[src/rtl/uf2bt_pkg.sv]
package uf2bt_pkg;

	localparam int MAX_BLOCKS_DEF = 256;
	localparam int PAGE_BYTES_DEF = 256;
	localparam int QUEUE_DEPTH = 4;
	localparam int CFG_IDX_W = 2;
	localparam int KIND_W = 2;

	// Class a word gets in the front part, before the session state is consulted.
	typedef enum logic [KIND_W-1:0] {
		K_IGNORE = 2'd0,
		K_ERROR  = 2'd1,
		K_CHECK  = 2'd2
	} kind_t;

endpackage

[src/rtl/uf2_block_tracker.sv]
// A word accepted at the input passes through the front register, the queue, the
// seen-map read register and the output register, in that order, and waits there
// whenever the output side is not ready.
// Throughput: one word per cycle while the output side is ready and no map sweep runs.
// Reset clears all control state and then sweeps the seen map back to zero;
// the same sweep runs after every 255th completed session.
module uf2_block_tracker #(
	parameter int MAX_BLOCKS = uf2bt_pkg::MAX_BLOCKS_DEF,
	parameter int PAGE_BYTES = uf2bt_pkg::PAGE_BYTES_DEF
) (
	input  logic                            clk,
	input  logic                            arst_n,
	input  logic                            cfg_valid,
	output logic                            cfg_ready,
	input  logic [uf2bt_pkg::CFG_IDX_W-1:0] cfg_index,
	input  logic [31:0]                     cfg_data,
	input  logic                            in_valid,
	output logic                            in_ready,
	input  logic [31:0]                     magic_first,
	input  logic [31:0]                     magic_second,
	input  logic [31:0]                     block_flags,
	input  logic [31:0]                     flash_addr,
	input  logic [31:0]                     payload_bytes,
	input  logic [31:0]                     block_number,
	input  logic [31:0]                     block_total,
	output logic                            out_valid,
	input  logic                            out_ready,
	output logic [1:0]                      verdict,
	output logic [31:0]                     program_addr,
	output logic [8:0]                      program_len,
	output logic                            session_done
);
	import uf2bt_pkg::*;

	localparam int IDX_W = (MAX_BLOCKS > 1) ? $clog2(MAX_BLOCKS) : 1;
	localparam int CNT_W = $clog2(MAX_BLOCKS + 1);
	localparam int Q_W = KIND_W + 32 + 9 + IDX_W + CNT_W;

	logic              f_valid;
	logic              f_ready;
	kind_t             f_kind;
	logic [31:0]       f_addr;
	logic [8:0]        f_len;
	logic [IDX_W-1:0]  f_idx;
	logic [CNT_W-1:0]  f_total;
	logic [Q_W-1:0]    qi_data;
	logic [Q_W-1:0]    qo_data;
	logic              b_valid;
	logic              b_ready;
	logic [KIND_W-1:0] b_kind_raw;
	logic [31:0]       b_addr;
	logic [8:0]        b_len;
	logic [IDX_W-1:0]  b_idx;
	logic [CNT_W-1:0]  b_total;

	assign cfg_ready = 1'b1;

	uf2bt_front #(
		.MAX_BLOCKS(MAX_BLOCKS),
		.PAGE_BYTES(PAGE_BYTES)
	) u_front (
		.clk(clk),
		.arst_n(arst_n),
		.cfg_valid(cfg_valid),
		.cfg_index(cfg_index),
		.cfg_data(cfg_data),
		.in_valid(in_valid),
		.in_ready(in_ready),
		.magic_first(magic_first),
		.magic_second(magic_second),
		.block_flags(block_flags),
		.flash_addr(flash_addr),
		.payload_bytes(payload_bytes),
		.block_number(block_number),
		.block_total(block_total),
		.q_valid(f_valid),
		.q_ready(f_ready),
		.q_kind(f_kind),
		.q_addr(f_addr),
		.q_len(f_len),
		.q_idx(f_idx),
		.q_total(f_total)
	);

	assign qi_data = {f_kind, f_addr, f_len, f_idx, f_total};

	uf2bt_queue #(
		.WIDTH(Q_W),
		.DEPTH(QUEUE_DEPTH)
	) u_queue (
		.clk(clk),
		.arst_n(arst_n),
		.in_valid(f_valid),
		.in_ready(f_ready),
		.in_data(qi_data),
		.out_valid(b_valid),
		.out_ready(b_ready),
		.out_data(qo_data)
	);

	assign {b_kind_raw, b_addr, b_len, b_idx, b_total} = qo_data;

	uf2bt_back #(
		.MAX_BLOCKS(MAX_BLOCKS)
	) u_back (
		.clk(clk),
		.arst_n(arst_n),
		.q_valid(b_valid),
		.q_ready(b_ready),
		.q_kind(kind_t'(b_kind_raw)),
		.q_addr(b_addr),
		.q_len(b_len),
		.q_idx(b_idx),
		.q_total(b_total),
		.out_valid(out_valid),
		.out_ready(out_ready),
		.verdict(verdict),
		.program_addr(program_addr),
		.program_len(program_len),
		.session_done(session_done)
	);

endmodule

[src/rtl/uf2bt_front.sv]
module uf2bt_front #(
	parameter int MAX_BLOCKS = uf2bt_pkg::MAX_BLOCKS_DEF,
	parameter int PAGE_BYTES = uf2bt_pkg::PAGE_BYTES_DEF,
	localparam int IDX_W = (MAX_BLOCKS > 1) ? $clog2(MAX_BLOCKS) : 1,
	localparam int CNT_W = $clog2(MAX_BLOCKS + 1)
) (
	input  logic                               clk,
	input  logic                               arst_n,
	input  logic                               cfg_valid,
	input  logic [uf2bt_pkg::CFG_IDX_W-1:0]    cfg_index,
	input  logic [31:0]                        cfg_data,
	input  logic                               in_valid,
	output logic                               in_ready,
	input  logic [31:0]                        magic_first,
	input  logic [31:0]                        magic_second,
	input  logic [31:0]                        block_flags,
	input  logic [31:0]                        flash_addr,
	input  logic [31:0]                        payload_bytes,
	input  logic [31:0]                        block_number,
	input  logic [31:0]                        block_total,
	output logic                               q_valid,
	input  logic                               q_ready,
	output uf2bt_pkg::kind_t                   q_kind,
	output logic [31:0]                        q_addr,
	output logic [8:0]                         q_len,
	output logic [IDX_W-1:0]                   q_idx,
	output logic [CNT_W-1:0]                   q_total
);
	import uf2bt_pkg::*;

	localparam logic [31:0] MAGIC_FIRST = 32'h0A32_4655;
	localparam logic [31:0] MAGIC_SECOND = 32'h9E5D_5157;
	localparam logic [31:0] FW_SIZE_RESET = 32'h0001_0000;
	localparam logic [CFG_IDX_W-1:0] REG_FW_BASE = CFG_IDX_W'(0);
	localparam logic [CFG_IDX_W-1:0] REG_FW_SIZE = CFG_IDX_W'(1);

	function automatic int trail_zeros(input int v);
		int n;
		n = 0;
		for (int i = 0; i < 31; i++) begin
			if (((v >> i) & 1) == 0 && n == i)
				n = i + 1;
		end
		return n;
	endfunction

	// Inverse of an odd number modulo 2^32 by Newton steps.
	function automatic logic [31:0] odd_inverse(input logic [31:0] m);
		logic [31:0] x;
		x = m;
		for (int i = 0; i < 5; i++)
			x = x * (32'd2 - m * x);
		return x;
	endfunction

	localparam int PAGE_TZ = trail_zeros(PAGE_BYTES);
	localparam logic [31:0] PAGE_ODD = 32'(PAGE_BYTES >> PAGE_TZ);
	localparam logic [31:0] PAGE_INV = odd_inverse(PAGE_ODD);
	localparam logic [31:0] DIV_LIMIT = 32'(64'h0000_0000_FFFF_FFFF / 64'(PAGE_ODD));
	localparam logic [31:0] LOW_MASK = 32'((64'd1 << PAGE_TZ) - 64'd1);
	localparam logic [31:0] PAGE_LIMIT = 32'(PAGE_BYTES);
	localparam logic [31:0] BLOCK_LIMIT = 32'(MAX_BLOCKS);

	logic [31:0]      base_q;
	logic [31:0]      size_q;
	logic             valid_s1;
	logic             ignore_s1;
	logic             err_s1;
	logic [31:0]      prod_s1;
	logic             ge_s1;
	logic [31:0]      diff_s1;
	logic [31:0]      addr_s1;
	logic [8:0]       len_s1;
	logic [IDX_W-1:0] idx_s1;
	logic [CNT_W-1:0] total_s1;
	logic             in_win;
	logic             aligned;

	always_ff @(posedge clk or negedge arst_n) begin
		if (!arst_n) begin
			base_q <= '0;
			size_q <= FW_SIZE_RESET;
		end else if (cfg_valid) begin
			unique case (cfg_index)
				REG_FW_BASE: base_q <= cfg_data;
				REG_FW_SIZE: size_q <= cfg_data;
				default: ;
			endcase
		end
	end

	assign in_ready = !valid_s1 || q_ready;

	always_ff @(posedge clk or negedge arst_n) begin
		if (!arst_n) begin
			valid_s1 <= 1'b0;
		end else if (in_ready) begin
			valid_s1 <= in_valid;
		end
	end

	// The odd part of the page size divides the address exactly when the
	// address times its inverse stays at or below the quotient limit.
	always_ff @(posedge clk) begin
		if (in_valid && in_ready) begin
			ignore_s1 <= (magic_first != MAGIC_FIRST) || (magic_second != MAGIC_SECOND)
				|| block_flags[0] || (payload_bytes == 32'd0);
			err_s1 <= (payload_bytes > PAGE_LIMIT) || ((flash_addr & LOW_MASK) != 32'd0)
				|| (block_total > BLOCK_LIMIT) || (block_number >= block_total);
			prod_s1 <= (flash_addr >> PAGE_TZ) * PAGE_INV;
			ge_s1 <= flash_addr >= base_q;
			diff_s1 <= flash_addr - base_q;
			addr_s1 <= flash_addr;
			len_s1 <= payload_bytes[8:0];
			idx_s1 <= block_number[IDX_W-1:0];
			total_s1 <= block_total[CNT_W-1:0];
		end
	end

	assign in_win = ge_s1 && (diff_s1 < size_q);
	assign aligned = prod_s1 <= DIV_LIMIT;

	always_comb begin
		if (ignore_s1)
			q_kind = K_IGNORE;
		else if (err_s1 || !aligned || !in_win)
			q_kind = K_ERROR;
		else
			q_kind = K_CHECK;
	end

	assign q_valid = valid_s1;
	assign q_addr = addr_s1;
	assign q_len = len_s1;
	assign q_idx = idx_s1;
	assign q_total = total_s1;

endmodule

[src/rtl/uf2bt_queue.sv]
module uf2bt_queue #(
	parameter int WIDTH = 8,
	parameter int DEPTH = uf2bt_pkg::QUEUE_DEPTH
) (
	input  logic             clk,
	input  logic             arst_n,
	input  logic             in_valid,
	output logic             in_ready,
	input  logic [WIDTH-1:0] in_data,
	output logic             out_valid,
	input  logic             out_ready,
	output logic [WIDTH-1:0] out_data
);
	localparam int PTR_W = (DEPTH > 1) ? $clog2(DEPTH) : 1;
	localparam int CNT_W = $clog2(DEPTH + 1);
	localparam logic [PTR_W-1:0] PTR_LAST = PTR_W'(DEPTH - 1);
	localparam logic [CNT_W-1:0] CNT_FULL = CNT_W'(DEPTH);

	logic [WIDTH-1:0] slot_q [DEPTH];
	logic [PTR_W-1:0] wr_ptr_q;
	logic [PTR_W-1:0] rd_ptr_q;
	logic [CNT_W-1:0] count_q;
	logic             push;
	logic             pop;

	assign in_ready = count_q != CNT_FULL;
	assign out_valid = count_q != '0;
	assign out_data = slot_q[rd_ptr_q];
	assign push = in_valid && in_ready;
	assign pop = out_valid && out_ready;

	always_ff @(posedge clk) begin
		if (push)
			slot_q[wr_ptr_q] <= in_data;
	end

	always_ff @(posedge clk or negedge arst_n) begin
		if (!arst_n) begin
			wr_ptr_q <= '0;
			rd_ptr_q <= '0;
			count_q <= '0;
		end else begin
			if (push)
				wr_ptr_q <= (wr_ptr_q == PTR_LAST) ? '0 : wr_ptr_q + PTR_W'(1);
			if (pop)
				rd_ptr_q <= (rd_ptr_q == PTR_LAST) ? '0 : rd_ptr_q + PTR_W'(1);
			if (push && !pop)
				count_q <= count_q + CNT_W'(1);
			else if (pop && !push)
				count_q <= count_q - CNT_W'(1);
		end
	end

	a_count_range: assert property (@(posedge clk) disable iff (!arst_n)
		count_q <= CNT_FULL)
		else $error("queue count beyond depth");

	a_ptr_match: assert property (@(posedge clk) disable iff (!arst_n)
		(count_q == '0 || count_q == CNT_FULL) |-> wr_ptr_q == rd_ptr_q)
		else $error("queue pointers disagree with count");

	a_pass_through: assert property (@(posedge clk) disable iff (!arst_n)
		(push && pop) |=> $stable(count_q))
		else $error("queue count moved on simultaneous push and pop");

endmodule

[src/rtl/uf2bt_back.sv]
module uf2bt_back #(
	parameter int MAX_BLOCKS = uf2bt_pkg::MAX_BLOCKS_DEF,
	localparam int IDX_W = (MAX_BLOCKS > 1) ? $clog2(MAX_BLOCKS) : 1,
	localparam int CNT_W = $clog2(MAX_BLOCKS + 1)
) (
	input  logic             clk,
	input  logic             arst_n,
	input  logic             q_valid,
	output logic             q_ready,
	input  uf2bt_pkg::kind_t q_kind,
	input  logic [31:0]      q_addr,
	input  logic [8:0]       q_len,
	input  logic [IDX_W-1:0] q_idx,
	input  logic [CNT_W-1:0] q_total,
	output logic             out_valid,
	input  logic             out_ready,
	output logic [1:0]       verdict,
	output logic [31:0]      program_addr,
	output logic [8:0]       program_len,
	output logic             session_done
);
	import uf2bt_pkg::*;

	localparam int EPOCH_W = 8;
	localparam logic [EPOCH_W-1:0] EPOCH_MAX = {EPOCH_W{1'b1}};
	localparam logic [IDX_W-1:0] IDX_LAST = IDX_W'(MAX_BLOCKS - 1);

	typedef enum logic [1:0] {
		V_IGNORED = 2'd0,
		V_PROGRAM = 2'd1,
		V_REPEAT  = 2'd2,
		V_ERROR   = 2'd3
	} verdict_t;

	// Each entry holds the session tag of the last time its block was seen.
	// Tag zero never matches a live session.
	logic [EPOCH_W-1:0] seen_mem [MAX_BLOCKS];

	logic               b_valid_s1;
	kind_t              kind_s1;
	logic [31:0]        addr_s1;
	logic [8:0]         len_s1;
	logic [IDX_W-1:0]   idx_s1;
	logic [CNT_W-1:0]   total_s1;
	logic [EPOCH_W-1:0] tag_s1;
	logic               byp_s1;

	logic               active_q;
	logic [CNT_W-1:0]   expected_q;
	logic [CNT_W-1:0]   count_q;
	logic [EPOCH_W-1:0] epoch_q;
	logic               clr_active_q;
	logic [IDX_W-1:0]   clr_idx_q;

	logic               out_valid_q;
	verdict_t           out_verdict_q;
	logic [31:0]        out_addr_q;
	logic [8:0]         out_len_q;
	logic               out_done_q;

	logic               b_fire;
	logic               b_load;
	logic               b_wr;
	logic               start;
	logic               seen;
	logic               accept;
	logic               done;
	logic [EPOCH_W-1:0] epoch_cur;
	logic [CNT_W-1:0]   exp_cur;
	logic [CNT_W-1:0]   cnt_base;
	logic [CNT_W-1:0]   cnt_new;
	verdict_t           verdict_d;
	logic               mem_we;
	logic [IDX_W-1:0]   mem_waddr;
	logic [EPOCH_W-1:0] mem_wdata;

	assign b_fire = b_valid_s1 && !clr_active_q && (!out_valid_q || out_ready);
	assign q_ready = !b_valid_s1 || b_fire;
	assign b_load = q_valid && q_ready;

	assign start = !active_q;
	assign seen = byp_s1 || (tag_s1 == epoch_q);
	assign epoch_cur = start ? epoch_q + EPOCH_W'(1) : epoch_q;
	assign exp_cur = start ? total_s1 : expected_q;
	assign cnt_base = start ? '0 : count_q;
	assign cnt_new = (CNT_W'(idx_s1) < exp_cur) ? cnt_base + CNT_W'(1) : cnt_base;
	assign done = cnt_new >= exp_cur;
	assign accept = (kind_s1 == K_CHECK) && (start || !seen);
	assign b_wr = b_fire && accept;

	always_comb begin
		unique case (kind_s1)
			K_IGNORE: verdict_d = V_IGNORED;
			K_ERROR:  verdict_d = V_ERROR;
			K_CHECK:  verdict_d = accept ? V_PROGRAM : V_REPEAT;
			default:  verdict_d = V_ERROR;
		endcase
	end

	assign mem_we = b_wr || clr_active_q;
	assign mem_waddr = clr_active_q ? clr_idx_q : idx_s1;
	assign mem_wdata = clr_active_q ? '0 : epoch_cur;

	always_ff @(posedge clk) begin
		if (mem_we)
			seen_mem[mem_waddr] <= mem_wdata;
		if (b_load)
			tag_s1 <= seen_mem[q_idx];
	end

	// A write in the cycle a word is loaded misses the registered read.
	always_ff @(posedge clk) begin
		if (b_load) begin
			kind_s1 <= q_kind;
			addr_s1 <= q_addr;
			len_s1 <= q_len;
			idx_s1 <= q_idx;
			total_s1 <= q_total;
			byp_s1 <= b_wr && (idx_s1 == q_idx);
		end
	end

	always_ff @(posedge clk or negedge arst_n) begin
		if (!arst_n) begin
			b_valid_s1 <= 1'b0;
		end else if (q_ready) begin
			b_valid_s1 <= q_valid;
		end
	end

	// When the session tag runs out, the map is swept back to zero.
	always_ff @(posedge clk or negedge arst_n) begin
		if (!arst_n) begin
			active_q <= 1'b0;
			expected_q <= '0;
			count_q <= '0;
			epoch_q <= '0;
			clr_active_q <= 1'b1;
			clr_idx_q <= '0;
		end else if (b_wr) begin
			active_q <= !done;
			expected_q <= exp_cur;
			count_q <= cnt_new;
			if (done && epoch_cur == EPOCH_MAX) begin
				epoch_q <= '0;
				clr_active_q <= 1'b1;
				clr_idx_q <= '0;
			end else begin
				epoch_q <= epoch_cur;
			end
		end else if (clr_active_q) begin
			clr_idx_q <= clr_idx_q + IDX_W'(1);
			if (clr_idx_q == IDX_LAST)
				clr_active_q <= 1'b0;
		end
	end

	always_ff @(posedge clk or negedge arst_n) begin
		if (!arst_n) begin
			out_valid_q <= 1'b0;
		end else if (b_fire) begin
			out_valid_q <= 1'b1;
		end else if (out_ready) begin
			out_valid_q <= 1'b0;
		end
	end

	always_ff @(posedge clk) begin
		if (b_fire) begin
			out_verdict_q <= verdict_d;
			out_addr_q <= accept ? addr_s1 : '0;
			out_len_q <= accept ? len_s1 : '0;
			out_done_q <= accept && done;
		end
	end

	assign out_valid = out_valid_q;
	assign verdict = out_verdict_q;
	assign program_addr = out_addr_q;
	assign program_len = out_len_q;
	assign session_done = out_done_q;

	a_count_below: assert property (@(posedge clk) disable iff (!arst_n)
		active_q |-> count_q < expected_q)
		else $error("seen count reached the total in a live session");

	a_no_write_in_sweep: assert property (@(posedge clk) disable iff (!arst_n)
		clr_active_q |-> !b_wr)
		else $error("block write during the map sweep");

	a_done_programs: assert property (@(posedge clk) disable iff (!arst_n)
		(out_valid_q && out_done_q) |-> out_verdict_q == V_PROGRAM)
		else $error("session done on a word that was not programmed");

	a_idle_after_done: assert property (@(posedge clk) disable iff (!arst_n)
		(b_wr && done) |=> !active_q)
		else $error("session still active after completion");

endmodule

[config.mk]
export PLATFORM = sky130hd
export DESIGN_NAME = uf2_block_tracker
export DESIGN_NICKNAME = d
export VERILOG_FILES = /design/src/rtl/uf2bt_pkg.sv /design/src/rtl/uf2_block_tracker.sv /design/src/rtl/uf2bt_front.sv /design/src/rtl/uf2bt_queue.sv /design/src/rtl/uf2bt_back.sv
export SDC_FILE = /design/constraint.sdc
export NUM_CORES = 2
export LEC_CHECK = 0
export ABC_AREA = 1
export ABC_CLOCK_PERIOD_IN_PS = 9550
export BUFFER_PORTS_ARGS = -buffer_cell sky130_fd_sc_hd__buf_2
export CAP_MARGIN = 30
export CORE_ASPECT_RATIO = 0.7
export CORE_UTILIZATION = 55
export DETAILED_ROUTE_END_ITERATION = 12
export HOLD_SLACK_MARGIN = 0.15
export PLACE_DENSITY = 0.72
export SLEW_MARGIN = 20
export SYNTH_ARGS = -nofsm -noshare
export SYNTH_HDL_FRONTEND = slang
export SYNTH_SLANG_ARGS = --single-unit
[constraint.sdc]
create_clock -name clk -period 9.55 [get_ports clk]
set_clock_uncertainty 0.15 [all_clocks]
set_input_delay 0.955 -clock clk [delete_from_list [all_inputs] [get_ports clk]]
set_output_delay 0.955 -clock clk [all_outputs]
set_load 0.02 [all_outputs]
==> summary.md <==
| Metric | Value |
|---|---|
| Post-DP HPWL | 170000 um |
| Post-Syn Nets | 10.53k |
| H-tree levels | 4 |
| Proportion of layout cells with a drive suffix above 1 | 7.460% |
| PD cells | 341.1 nW/um2 |
| Overall power | 42.57 mW |
| Port Buffers | 277 |
| Crit Path Class | flop to flop |
| P_leak | 47.97 nW |
| Core Box Area | between 200000 and 250000 um2 |
| Synth area leader | edfxtp_1 |
| Post-synth EDFFs | 2494 |
| Post-CTS Setup Inserts | 0 |
| Number of max-cap violations | 0 |
| Final setup violation count | 0 |
| Status | finished clean |
| Worst Reg-to-Reg Cells | 16 |
| Most used DFF post-synth | edfxtp_1 |
| Reg-to-Reg End | u_back.tag_s1[7] |
| Synth area leaders | edfxtp_1 (66%), nand3_1 (7.1%), nand2_1 (7.1%), inv_1 (3.9%), nand3b_1 (3.3%) |
| Die Ht | between 300 and 400 um |
| Synth Warn # | 0 |
| Register area share after synthesis | between 60% and 70% |
| Io pins | 310 |
| Avg Cell Area, Syn | 11.19 um2 |
| Clock root buffer | clkbuf_16 |
| Hold buffer count at cts | 36 |
| Fraction of registers with async set/reset | 4.224% |
| Die X | 544.8 um |
| Max Slew Vio Count | 0 |
| Number of fill cells | about 16k |
| Flop2flop setup slack | 2.41 ns |
| Clk_lat worst skew | 0.90 ns |
| Hold path start | block_number[0] |
| Total negative slack | 0 ns |
| Initial core utilization | 55.33% |
| Slew margin rel. | between 20% and 30% |
| Vias | ~77k |
| DRT Pass-1 Iters | 8 |
| Hold Path Class | input port to flop |
| Longest Clk Path Bufs | 4 |
| Fin. Hold Viols | 0 |
| Area share of the largest cell type after synthesis | 66.01% |
| Startpoint types | flop |
| Overflow left after global routing | 0 |
| CTS tree | done |
| Worst VDD drop | approximately 0.44 mV |
| Setup crit end kind | flop |
| Via density | 5.865 |
| Period utilization | about three quarters |
| Die ar. | approximately 210000 um2 |
| FF-to-FF Start | u_queue.rd_ptr_q[0] |
| Cell Count, Final, Fillers Out | 13.16k |
| GPL Wtd Cong | 0.8980 |
| Synth cell types | between 50 and 60 |
| Hold EP | u_front.q_idx[0] |
| PostCTS Resize Cnt | 0 |
| Min-Delay Path Depth | 1 |
| Placed cells | 12.68k |
| Initial DRC Count | between 10k and 15k |
| Min Tclk post-route | 7.135 ns |
| DRC Markers | 0 |
| DRT Wirelength | 296200 um |
| Antenna violations before repair | 15 |
| Area of the mapped netlist | 113400 um2 |
| Worst Path Required | just over 10 ns |
| Max Clock Freq | 0.1402 GHz |
| Final ANT Viol Nets | 0 |
| Avg WL per Cell | about 23 um |
| P&R area growth vs syn | 10.01% |
| Synth Instances | 10.14k |
| Critical path arrival | a little under 8 ns |
| Nets@finish | 10.59k |
| RSZ-0062 raised after global routing | false |
| Largest net degree at the start of global routing | 196 |
| Clock sink count | 2604 |
| Clk slew on worst S/H paths | 0.06 ns |
| Total GRT Usage | 28.19% |
| Number of global-route vias before repair | 73.40k |
| Global-route wire length before repair | 442900 um |
| FP Rows | 139 |
| Slew @ Worst Pin | 1.117 ns |
| Number of buffers created by CTS | around 230 |
| Seq cells post-synth | 2604 |
| CP max FO | 93 |
-- cell usage in the layout, fill, tap and decap left out, types with 49 or more instances in the layout --
cell type	count
o21ai_1	102
buf_4	99
ha_1	120
nand2_1	2131
o21ai_0	307
dfrtp_1	106
a21oi_1	90
nand3_1	1610
clkbuf_1	55
o22ai_1	62
clkbuf_16	234
buf_2	276
nand3b_1	499
o211ai_1	108
inv_1	1163
edfxtp_1	2494
clkinv_1	49
nor2_1	495
-- per-stage QoR --
stage                     setup slack (ns)  cell area (um2)  util [%]  hold slack, ns
after global placement               2.784           116600     56.89          0.3154
after global routing                 2.128           124800     60.86          0.1625
after CTS                            2.597           124600     60.78          0.1518
after floorplan                     0.7145           113400         -          0.2988
final                                2.415           124800     60.87          0.1851
after detailed placement             2.613           116700     56.92          0.3196
-- logic make-up after synthesis --
family                   count (synthesis)  synth area share (%)
AO/OA/AOI/OAI                          708                 3.524
adder cells (fa/ha/maj)                122                 1.359
buffers and inverters                 1773                 6.375
AND/OR/NAND/NOR                       4859                 19.72
flip-flops                            2604                 68.44
XOR/XNOR                                65                0.5018
multiplexers                             8               0.07169
other                                    1              0.003305
-- how the worst max path moves through the flow --
stage | from | endpoint | slack, ns | depth (start not counted)
after CTS | u_queue.rd_ptr_q[0] | u_back.tag_s1[6] | 2.60 | 15
after global routing | u_queue.rd_ptr_q[0] | u_back.tag_s1[6] | 2.13 | 16
after floorplan | out_ready | u_queue.count_q[1] | 0.71 | 9
final | u_queue.rd_ptr_q[0] | u_back.tag_s1[7] | 2.41 | 16
after detailed placement | u_queue.rd_ptr_q[0] | u_back.tag_s1[5] | 2.61 | 15
after global placement | u_queue.rd_ptr_q[0] | u_back.tag_s1[5] | 2.78 | 15
-- area by class of cell --
class                      count  area, um2  share of cell area [%]
antenna                        8      20.02                 0.01604
clock buffer                 301       6227                   4.990
clock inverter               128       1313                   1.052
inverter                    1172       4420                   3.542
multi-input combinational   5763      28760                   23.05
sequential                  2604      77650                   62.22
tap                         2749       3440                   2.756
timing repair buffer         434       2970                   2.380
-- registers in the layout (all words and copies together) (netlist names), 32 cells and up --
| name | count |
|---|---|
| u_back.addr_s1 | 32 |
| u_queue.slot_q | 240 |
| u_front.diff_s1 | 32 |
| u_back.seen_mem | 2048 |
| u_back.program_addr | 32 |
| u_front.size_q | 32 |
| u_front.base_q | 32 |
| u_front.q_addr | 32 |
-- worst max-delay path: stages, from the launching register on --
cell	delay, ns
dfrtp_4	0.77
clkinv_2	0.75
nand2_1	0.35
nand3_4	0.65
nand2_4	0.94
buf_4	0.56
buf_4	0.80
nand2_1	0.08
o21ai_0	0.11
nand2_1	0.07
nand3_1	0.11
nand3_1	0.18
nand3_1	0.18
nand3_1	0.45
nand3_1	0.27
nand3_1	0.24
nand2_1	0.11
-- where the power goes --
| group | internal [mW] | switching [mW] |
|---|---|---|
| combinational | 4.30 | 13.6 |
| clock | 5.27 | 4.15 |
| sequential | 14.9 | 0.300 |
| total | 24.5 | 18.1 |
-- layer usage --
layer / track usage (%) / share of wire, %
met1: 41.30 / 41
met2: 41.05 / 43
met3: 7.101 / 12
met4: 9.695 / 3.3
met5: 0 / 0.042
-- Yosys cell counts, types with 2 or more instances --
cell,number
edfxtp_1,2494
nand2_1,2145
nand3_1,1610
inv_1,1166
nor2_1,508
nand3b_1,499
o21ai_0,308
buf_2,252
clkbuf_1,249
ha_1,120
dfrtp_1,108
o211ai_1,108
o21ai_1,102
a21oi_1,90
o22ai_1,62
buf_4,61
xor2_1,46
buf_1,35
nor4_1,33
nand4_1,26
xnor2_1,19
nor3_1,17
a21o_1,9
mux2i_1,7
o2111ai_1,5
o21a_1,5
o21bai_1,5
a211oi_1,4
and3_1,4
buf_6,4
or2_2,4
a21boi_0,3
inv_2,3
or4_1,3
and2_1,2
clkinv_1,2
dfstp_2,2
fa_1,2
nand2_2,2
nand3_2,2
nor3b_1,2
o31ai_1,2
No activity file was read; power rests on OpenSTA's default activity.
